### src/hdl/keyed_rating_table_round_robin_core_assert.svh
// ----------------------------------------------------------------------------
// Keyed rating table assertion macros
// Shorthand for concurrent assertions clocked on clock and disabled in reset.
// ----------------------------------------------------------------------------
`ifndef KEYED_RATING_TABLE_ROUND_ROBIN_CORE_ASSERT_SVH
`define KEYED_RATING_TABLE_ROUND_ROBIN_CORE_ASSERT_SVH

// Overlapping implication: the consequent holds in the same cycle.
`define KRTRR_ASSERT_IMP(label, ante, cons) \
   label: assert property (@(posedge clock) disable iff (reset) (ante) |-> (cons)) \
      else $error("keyed rating table: assertion failed");

// Non-overlapping implication: the consequent holds in the cycle after the antecedent.
`define KRTRR_ASSERT_NXT(label, ante, cons) \
   label: assert property (@(posedge clock) disable iff (reset) (ante) |=> (cons)) \
      else $error("keyed rating table: assertion failed");

`endif

### src/hdl/krtrr_ram.sv
// ----------------------------------------------------------------------------
// Generic simple dual-port RAM
// One write port and one read port with registered read data.
// ----------------------------------------------------------------------------
module krtrr_ram #(
   parameter int WIDTH = 8,
   parameter int DEPTH = 2
) (
   input  logic                     clock,
   input  logic                     wr_en,
   input  logic [$clog2(DEPTH)-1:0] wr_addr,
   input  logic [WIDTH-1:0]         wr_data,
   input  logic                     rd_en,
   input  logic [$clog2(DEPTH)-1:0] rd_addr,
   output logic [WIDTH-1:0]         rd_data
);

   logic [WIDTH-1:0] mem [DEPTH];

   // Write port.
   always_ff @(posedge clock) begin
      if (wr_en) begin
         mem[wr_addr] <= wr_data;
      end
   end

   // Registered read port.
   always_ff @(posedge clock) begin
      if (rd_en) begin
         rd_data <= mem[rd_addr];
      end
   end

endmodule

### config.mk
export PLATFORM = sky130hd
export DESIGN_NAME = krtrr_ram
export DESIGN_NICKNAME = d
export VERILOG_FILES = /design/src/hdl/keyed_rating_table_round_robin_core_assert.svh /design/src/hdl/krtrr_ram.sv
export SDC_FILE = /design/constraint.sdc
export NUM_CORES = 1
export LEC_CHECK = 0
export BUFFER_PORTS_ARGS = -buffer_cell sky130_fd_sc_hd__buf_2
export CORE_MARGIN = 2
export CORE_UTILIZATION = 50
export CTS_CLUSTER_SIZE = 16
export DETAILED_ROUTE_END_ITERATION = 6
export PLACE_DENSITY = 0.87
export SYNTH_ARGS = -nofsm -noshare
export SYNTH_HDL_FRONTEND = slang
export SYNTH_SLANG_ARGS = --single-unit
### constraint.sdc
create_clock -name clock -period 1.3 [get_ports clock]
set_input_delay 0.195 -clock clock [delete_from_list [all_inputs] [get_ports clock]]
set_output_delay 0.195 -clock clock [all_outputs]
set_load 0.01 [all_outputs]
# Word-level counts from Yosys, hierarchy flattened
# Memories as Yosys holds them, arrays and structs flattened. A register that Yosys moved wholly into a read port is not among the register bits.
# Index checks and enable logic that the tools add are counted.
[word_totals]
reg_bits = 0
ram_bits = 16
out_inout_bits = 8
elab_cells = 3
memories = 1
[mem_list]
columns = ["memory", "depth", "width", "read_ports", "rd_ports_with_merged_regs", "write_ports", "line", "text"]
rows = [
  ["mem", 2, 8, 1, 1, 1, "krtrr_ram.sv:18", "logic [WIDTH-1:0] mem [DEPTH];"],
]
[classes]
mux = 2
[op_table]
columns = ["operator", "count"]
rows = [
  ["$mux W1", 2],
]

# Logic depth before layout (Yosys ltp)
# Gate-level depths: netlist of run 1.
[depth]
word_depth = 2
depth_mapped = 2
mapped_depth_nobuf = 1

# Worst setup path after synthesis of run 1
# OpenSTA, ideal clock, no wires.
[synth_path]
path_kind = "in2reg"
start = "input wr_en"
end = "memory mem[0][0], enable pin"
setup_time_ps = 373
arrival_ps = 615
setup_slack_ps = 312
stages = 1
n_path_buf = 0
path_cell_list = "nor2b_1"
[synth_between]
elab_chain_len = 2
[synth_lines]
columns = ["item", "line", "text"]
rows = [
  ["from (decl)", "krtrr_ram.sv:10", "input logic wr_en,"],
  ["$mux W1", "krtrr_ram.sv:22", "if (wr_en) begin"],
  ["$mux W1 (implied by the code)", "krtrr_ram.sv:23", "mem[wr_addr] <= wr_data;"],
  ["to (decl)", "krtrr_ram.sv:18", ""],
]
# Every way passes these cells.

# Worst setup path in the final report of run 1
[layout_path]
start = "register rd_data[3] (read register of mem)"
end = "output rd_data[3]"
[layout_lines]
columns = ["item", "line", "text"]
rows = [
  ["from (decl)", "krtrr_ram.sv:15", "output logic [WIDTH-1:0] rd_data"],
]
# No word-level cell between the ends.

==> results of run 1 <==
[metal layers]
metal | GRT usage [%] | vias to the layer above
met4 | 5.29 | 0
li1 | - | 185
met5 | 0 | -
met2 | 17.7 | 18
met3 | 3.57 | 0
met1 | 12.1 | 178
[synth_stat cells]
cell type	n	share of area, %
buf_6	1	1.3
nor2b_1	1	0.72
edfxtp_1	24	83
mux2_4	8	14
and2_1	1	0.72
[sequential cells by signal, indices dropped and copies added (netlist names)]
signal   count
rd_data      8
mem         16
[power groups by stage]
stage               Clock, mW  Sequential, mW  Combinational (mW)
floorplan                   0           0.952              0.0529
global placement            0           0.942               0.105
detailed placement          0           0.945               0.110
CTS                     0.329           0.927               0.110
global route            0.360           0.931               0.118
finish                  0.316           0.926               0.109
[worst max-delay path by stage]
stage | from | end | cells past startpoint
final | rd_data[3] | rd_data[3] | 1
after global routing | rd_data[2] | rd_data[2] | 1
after CTS | rd_data[3] | rd_data[3] | 1
after detailed placement | rd_addr | rd_data[5] | 2
after global placement | rd_addr | rd_data[6] | 2
after floorplan | wr_en | mem[0][0] | 1
[cells by family after synthesis]
kind of cell           share of synthesized area [%]
and+or+nand+nor                                 1.45
DFF                                             83.4
muxes                                           13.9
buffers and inverters                           1.30
[cell usage in the layout, fill, tap and decap left out, drive strengths merged]
master,n
mux2,8
nor2b,1
edfxtp,24
clkbuf,3
clkinv,1
and2,1
buf,21
[through the flow]
stage	power, mW	utilization (%)	cell area (um^2)	setup slack [ns]
final	1.35	60.4	1010	0.273
after floorplan	1.01	-	865	0.312
after global placement	1.05	58.8	982	0.298
after global routing	1.41	60.4	1010	0.223
after CTS	1.37	60.4	1010	0.255
after detailed placement	1.06	58.8	982	0.278
[layout make-up]
cell class                      count  share of cell area (%)
Clock inverter                      1                   0.372
Timing Repair Buffer               21                    10.7
Multi-Input combinational cell     10                    13.2
Clock buffer                        3                    2.23
Tap cell                           17                    2.11
Sequential cell                    24                    71.5
==> metrics, run 1 <==
Initial DRC Count=11; Post-Layout Cell Count=76; Hold Path Sink=mem[0][5]; Worst-Skew Late Latency=~0.3 ns; WL met1=410 um; Cell variety after synth=5; synthesized cell area=865 um^2; root buffer cell=clkbuf_4; Internal=1.09 mW; Antenna Diode Count=0; Fin. Hold Viols=0; P&R area growth vs syn=16.6%; synth warn=0; final period utilization=79.0%; worst path cell trace=buf_2; leakage=about 0.40 nW; post-cts hold buffer count=0; post-route ant nets=0; Die W=45.6 um; crit path DAT=approximately 0.83 ns; vias in the first global route=347; Buf/Inv on CP=1; slowest stage delay, CP=0.38 ns; Peak VDD IR=0.000765 V; switching power=0.265 mW; Worst-path clk slew=0.13 ns; final setup fails=0; mean post-synth cell area=24.7 um^2; metal3 WL=74 um; # port buffers=20; max-slew violation count=0; setup_tns=0 ns; drt pass-1 iters=2; Reg-to-Reg Start=mem[0][5]; clock sink count=24; core box area=1670 um^2; unrepaired setup endpoints after global routing=false; worst hold start=wr_data[5]; sequential power share=roughly two thirds; via count=about 380; CP top delay family=flip-flops; Layout Skew=0.00671 ns; fillcell total=120; first-pass GRT wire length=approximately 1500 um; crit start category=register; Placed Cells=72; footprint of the multi-input gates=133 um^2; syn nets=48; Synth Instances=35; clock network power share=23.4%; gr ovfl total=0; share of layout cells above drive strength 1=between 50% and 60%; worst-margin pin slew=between 0.3 and 0.4 ns; Max Freq=974 MHz; Hold Path Class=primary input to register; R2R cell count=1; Logic pwr share=8.0%; initial antenna violation count=0; switching share of power=19.6%; slowest stage cell, crit path=edfxtp_1; R2R setup slack=0.39 ns; CTS H-tree depth=1; Die Y=45.6 um; overall global routing resource usage=10.7%; Post-layout nets=73; Hold Slack=roughly 0.070 ns; Worst R2R End=rd_data[5]; # DRC=0; setup bufs post-CTS=0; drt wl/cell=13.1 um; # Max-Cap Violations=0; # IOs=21; min Tclk post-route=roughly 1 ns; clk buf depth=2; Routed WL=around 1000 um; Critical Path Fanout Max=1; largest net degree at the start of global routing=14; sequential share of the synthesized area=a little over four fifths; critical path endpoint category=output port; via-per-instance ratio=~5.0; register area=721 um^2; pwr/cell area=1340 nW/um^2; Initial Utilization=51.8%; DR top layer=met3; Setup CP Type=register to output port; worst hold path depth=1; clock buffer count from CTS=3; CTS tree=built; WP data required=1.11 ns; outcome=finished, final reports clean; Worst slew margin=about three quarters; RD Place Congestion=0.595; die area=2080 um^2; register bit total from synthesis=24; WL met2=~510 um; row cnt=15; post_cts resized=0
Note: power is estimated with default switching activity, not from simulation.
==> inputs of run 2 (changes only) <==
Clock period 1.3 ns to 1 ns, I/O delays scaled along.
==> metrics, run 2 (synthesis results as in run 1) <==
CP top delay family=flip-flops; vias in the first global route=378 (+8.9%); pwr/cell area=1730 nW/um^2 (+29%); CTS tree=built; share of layout cells above drive strength 1=54.2% (unchanged); via-per-instance ratio=4.93 (-1.6%); area of placed instances=982 um^2 (unchanged); Reg-to-Reg Start=mem[1][7]; post-cts hold buffer count=0 (unchanged); Worst slew margin=76.3% (about the same); slowest stage delay, CP=0.38 ns (about the same); final period utilization=97.2%; slowest stage cell, crit path=edfxtp_1; Fin. Hold Viols=0 (unchanged); # Max-Cap Violations=0 (unchanged); leakage=0.398 nW (unchanged); Worst-path clk slew=0.12 ns (about the same); most flop-heavy register=mem; RD Place Congestion=0.595 (about the same); footprint of the multi-input gates=133 um^2 (unchanged); final setup fails=0 (unchanged); CP startpoint=rd_data[1]; Routed WL=1020 um (+2.0%); Die Y=45.6 um (unchanged); WP data required=0.85 ns (-0.26 ns); post-route ant nets=0 (unchanged); via count=375 (-1.6%); Initial Utilization=51.8% (unchanged); drt pass-1 iters=4 (+2); worst-margin pin slew=0.356 ns (-0.000775 ns); most frequent cells in the layout=24 x edfxtp_1, 20 x buf_2, 8 x mux2_4; Worst-Skew Late Latency=0.30 ns (about the same); gr ovfl total=0 (unchanged); Critical Path Fanout Max=1 (unchanged); max reg flops=16 (unchanged); crit path DAT=0.82 ns (about the same); largest net degree at the start of global routing=14 (unchanged); # IOs=21 (unchanged); core box area=1670 um^2 (unchanged); Max Freq=about 1000 MHz; Antenna Diode Count=0 (unchanged); drt wl/cell=13.4 um (+2.0%); clk buf depth=2 (unchanged); die area=2080 um^2 (unchanged); P&R area growth vs syn=16.6% (unchanged); Peak VDD IR=0.000890 V (+16%); post_cts resized=0 (unchanged); fin area=1010 um^2 (unchanged); clock sink count=24 (unchanged); Post-layout nets=73 (unchanged); overall global routing resource usage=11.6% (+0.94 points); unrepaired setup endpoints after global routing=true; Setup CP Type=register to output port; # DRC=0 (unchanged); biggest registers after layout=mem x16, rd_data x8; commonest non-fill, non-tap cell in the layout=edfxtp_1; clock buffer count from CTS=3 (unchanged); Hold Path Class=primary input to register; critical path endpoint category=output port; setup_tns=0 ns (unchanged); first-pass GRT wire length=1570 um (+6.1%); Layout Skew=0.00156 ns (-0.00515 ns); crit start category=register; max-slew violation count=0 (unchanged); outcome=finished, final reports clean; register area=721 um^2 (unchanged); row cnt=15 (unchanged); fillcell total=123 (+2.5%); root buffer cell=clkbuf_4; Die W=45.6 um (unchanged); worst hold start=wr_data[6]; CTS H-tree depth=1 (unchanged); # port buffers=20 (unchanged); Buf/Inv on CP=1 (unchanged); Hold Slack=0.0299 ns (-0.0406 ns); initial antenna violation count=0 (unchanged); worst path cell trace=buf_2; min Tclk post-route=0.972 ns; Initial DRC Count=4 (-7)
-- run 2: cell counts in the layout (fill, tap and decap cells not counted) --
Identical to the previous run, type by type.
-- run 2: power breakdown --
part / total [mW] / switching [mW] / internal, mW / leakage (nW)
logic: 0.140 / 0.0615 / 0.0790 / 0.154
registers: 1.20 / 0.0166 / 1.19 / 0.228
clock network: 0.404 / 0.258 / 0.146 / 0.0154
total: 1.75 / 0.336 / 1.41 / 0.398
-- run 2: path summary, 6_finish.rpt --
check                    end  cells past startpoint  slack (ns)
setup / recovery  rd_data[1]                      1        0.03
hold / removal     mem[1][6]                      1        0.03
setup reg to reg  rd_data[7]                      1        0.10
hold reg to reg   rd_data[5]                      1        0.56
-- run 2: timing repair --
item	CTS	global route
buffers inserted	0	0
pin swaps	0	0
hold endpoints to repair	0	0
endpoints found under the setup margin	1	5
-- run 2: through the flow --
step / setup slack (ns) / util (%) / total power [mW] / instances
after global placement: 0.0429 / 58.8 / 1.36 / 72
after floorplan: 0.0566 / - / 1.31 / 35
after global routing: -0.0275 / 60.4 / 1.81 / 76
final: 0.0277 / 60.4 / 1.75 / 76
after CTS: -0.00358 / 60.4 / 1.78 / 76
after detailed placement: 0.0201 / 58.8 / 1.37 / 72
-- run 2: layout make-up --
class | instances | area share [%]
Multi-Input combinational cell | 10 | 13.2
Clock buffer | 3 | 2.23
Timing Repair Buffer | 21 | 10.7
Clock inverter | 1 | 0.372
Sequential cell | 24 | 71.5
Tap cell | 17 | 2.11
-- run 2: routing by layer --
layer  wire length (um)  global-route usage, %  vias to the layer above  part of all wire [%]
met5                  0                      0                        -                     0
met4                  0                   8.82                        0                     0
met3                 63                   2.78                        0                   6.2
met2                519                   19.4                       18                    51
met1                435                   12.4                      170                    43
li1                   -                      -                      187                     -
==> inputs of run 3 (changes only) <==
Settings changed: ABC_AREA set to 1, CORE_UTILIZATION 50 to 49, PLACE_DENSITY 0.87 to 0.86.
==> metrics, run 3 <==
drt wl/cell=11.0 um (-18%); Fin. Hold Viols=0 (unchanged); vias in the first global route=422 (+12%); Peak VDD IR=0.00119 V (+33%); P&R area growth vs syn=20.1%; Critical Path Fanout Max=1 (unchanged); share of layout cells above drive strength 1=33.3% (-21 points); DPL Wire Length=803 um; Top FF cell, synth=edfxtp_1; WP data required=0.85 ns (about the same); Die W=45.4 um (-0.35%); die area=2060 um^2 (-0.70%); critical path endpoint category=output port; Placed Cells=90 (+25%); via-per-instance ratio=4.91 (-0.39%); Buf/Inv on CP=1 (unchanged); Worst slew margin=81.0% (+4.7 points); most frequent cells in the layout=25 x nand2_1, 24 x edfxtp_1, 20 x buf_2; Post-Layout Cell Count=94 (+24%); pwr/cell area=1970 nW/um^2 (+14%); Worst-path clk slew=0.12 ns (about the same); initial antenna violation count=0 (unchanged); Post-layout nets=92 (+26%); Cell variety after synth=6 (+1); min Tclk post-route=0.972 ns (+0.0000418 ns); number of flops mapped to enable cells by yosys=24 (unchanged); commonest non-fill, non-tap cell in the layout=nand2_1; clock buffer count from CTS=3 (unchanged); Worst-Skew Late Latency=0.30 ns (about the same); first-pass GRT wire length=1730 um (+10%); synth warn=0 (unchanged); Max Freq=1030 MHz (about the same); fillcell total=97 (-21%); # IOs=21 (unchanged); # DRC=0 (unchanged); row cnt=14 (-1); Initial Utilization=53.9% (+2.2 points); syn nets=67 (+40%); synth cell count leaders=25 x nand2_1, 24 x edfxtp_1, 2 x inv_1; top cell type's share of synthesized area=85.7% (+2.4 points); Setup CP Type=register to output port; Routed WL=1030 um (+1.7%); area leader, netlist=edfxtp_1; gr ovfl total=0 (unchanged); post-route ant nets=0 (unchanged); Antenna Diode Count=0 (unchanged); via count=462 (+23%); Layout Skew=0.00583 ns (+0.00426 ns); Hold Path Class=primary input to register; crit path DAT=0.82 ns (about the same); max reg flops=16 (unchanged); # Max-Cap Violations=0 (unchanged); slowest stage delay, CP=0.38 ns (about the same); PnR Total Power=1.99 mW (+14%); biggest registers after layout=mem x16, rd_data x8; clk buf depth=2 (unchanged); most flop-heavy register=mem; clock sink count=24 (unchanged); register bit total from synthesis=24 (unchanged); worst-margin pin slew=0.285 ns (-0.0705 ns); largest net degree at the start of global routing=15 (+1); setup bufs post-CTS=0 (unchanged); drt pass-1 iters=4 (unchanged); utilization after layout=64.8% (+4.4 points); worst path cell trace=buf_2; CTS tree=built; Initial DRC Count=8 (+4); final setup fails=0 (unchanged); sequential share of the synthesized area=85.7% (+2.4 points); root buffer cell=clkbuf_4; top cells by area, synth=edfxtp_1 86%, nand2_1 11%, buf_6 1.3%, inv_1 0.89%, inv_2 0.45%; unrepaired setup endpoints after global routing=true; crit start category=register; asr flop ratio synth=0% (unchanged); CP top delay family=flip-flops; slowest stage cell, crit path=edfxtp_1; CTS H-tree depth=1 (unchanged); # port buffers=20 (unchanged); synthesized cell area=841 um^2 (-2.7%); Die Y=45.4 um (-0.35%); max-slew violation count=0 (unchanged); RD Place Congestion=0.681 (+15%); mean post-synth cell area=15.6 um^2 (-37%); top-count cell post-synth=nand2_1; leakage=0.434 nW (+9.0%); outcome=finished, final reports clean; core box area=1560 um^2 (-6.7%); Synth Instances=54 (+54%); overall global routing resource usage=12.5% (+0.93 points); final period utilization=97.2% (about the same)
-- run 3: final timing paths --
check	cells after the start	startpoint	endpoint	slack (ns)
hold / removal	1	wr_data[7]	mem[1][7]	0.03
setup / recovery	1	rd_data[4]	rd_data[4]	0.03
hold reg to reg	2	mem[0][6]	rd_data[6]	0.53
setup reg to reg	2	mem[0][5]	rd_data[5]	0.21
-- run 3: repair_timing --
item	in CTS	in global routing
hold buffers	0	0
resized for setup	0	0
setup endpoints to repair	0	8
-- run 3: cells by family after synthesis --
group                  synth area share, %
buffers and inverters                 2.68
and+or+nand+nor                       11.6
DFF                                   85.7
-- run 3: per-layer routing --
layer / share of wire (%) / up-vias / track usage (%)
li1: - / 231 / -
met1: 39 / 207 / 11.9
met2: 54 / 20 / 23.1
met3: 4.0 / 4 / 1.59
met4: 3.3 / 0 / 10.6
met5: 0 / - / 0
-- run 3: stage by stage --
step | cell area (um^2) | hold slack, ns | TNS [ns] | worst slack, ns
2_1_floorplan | 841 | 0.249 | 0 | 0.0901
3_3_place_gp | 957 | 0.342 | 0 | 0.175
3_5_place_dp | 957 | 0.345 | 0 | 0.158
4_1_cts | 1010 | 0.0205 | 0 | 0.0125
5_1_grt | 1010 | 0.00563 | -0.115 | -0.0258
6_report | 1010 | 0.0253 | 0 | 0.0277
-- run 3: worst reg2reg max path, cell delays in order, from the launching register on --
cell	delay (ns)
edfxtp_1	0.40
nand2_1	0.10
nand2_1	0.06
-- run 3: report_power, final --
part           internal [mW]  switching, mW  total, mW  leakage, nW
Sequential              1.19         0.0154       1.20        0.230
Clock                  0.405          0.266      0.671       0.0279
Combinational         0.0484         0.0723      0.121        0.177
-- run 3: area by class of cell --
class	instances	area (um^2)	area share, %
Clock buffer	3	22.5	2.23
Clock inverter	1	30.0	2.97
Inverter	3	11.3	1.12
Multi-Input combinational cell	26	97.6	9.67
Sequential cell	24	721	71.4
Tap cell	16	20.0	1.98
Timing Repair Buffer	21	108	10.7
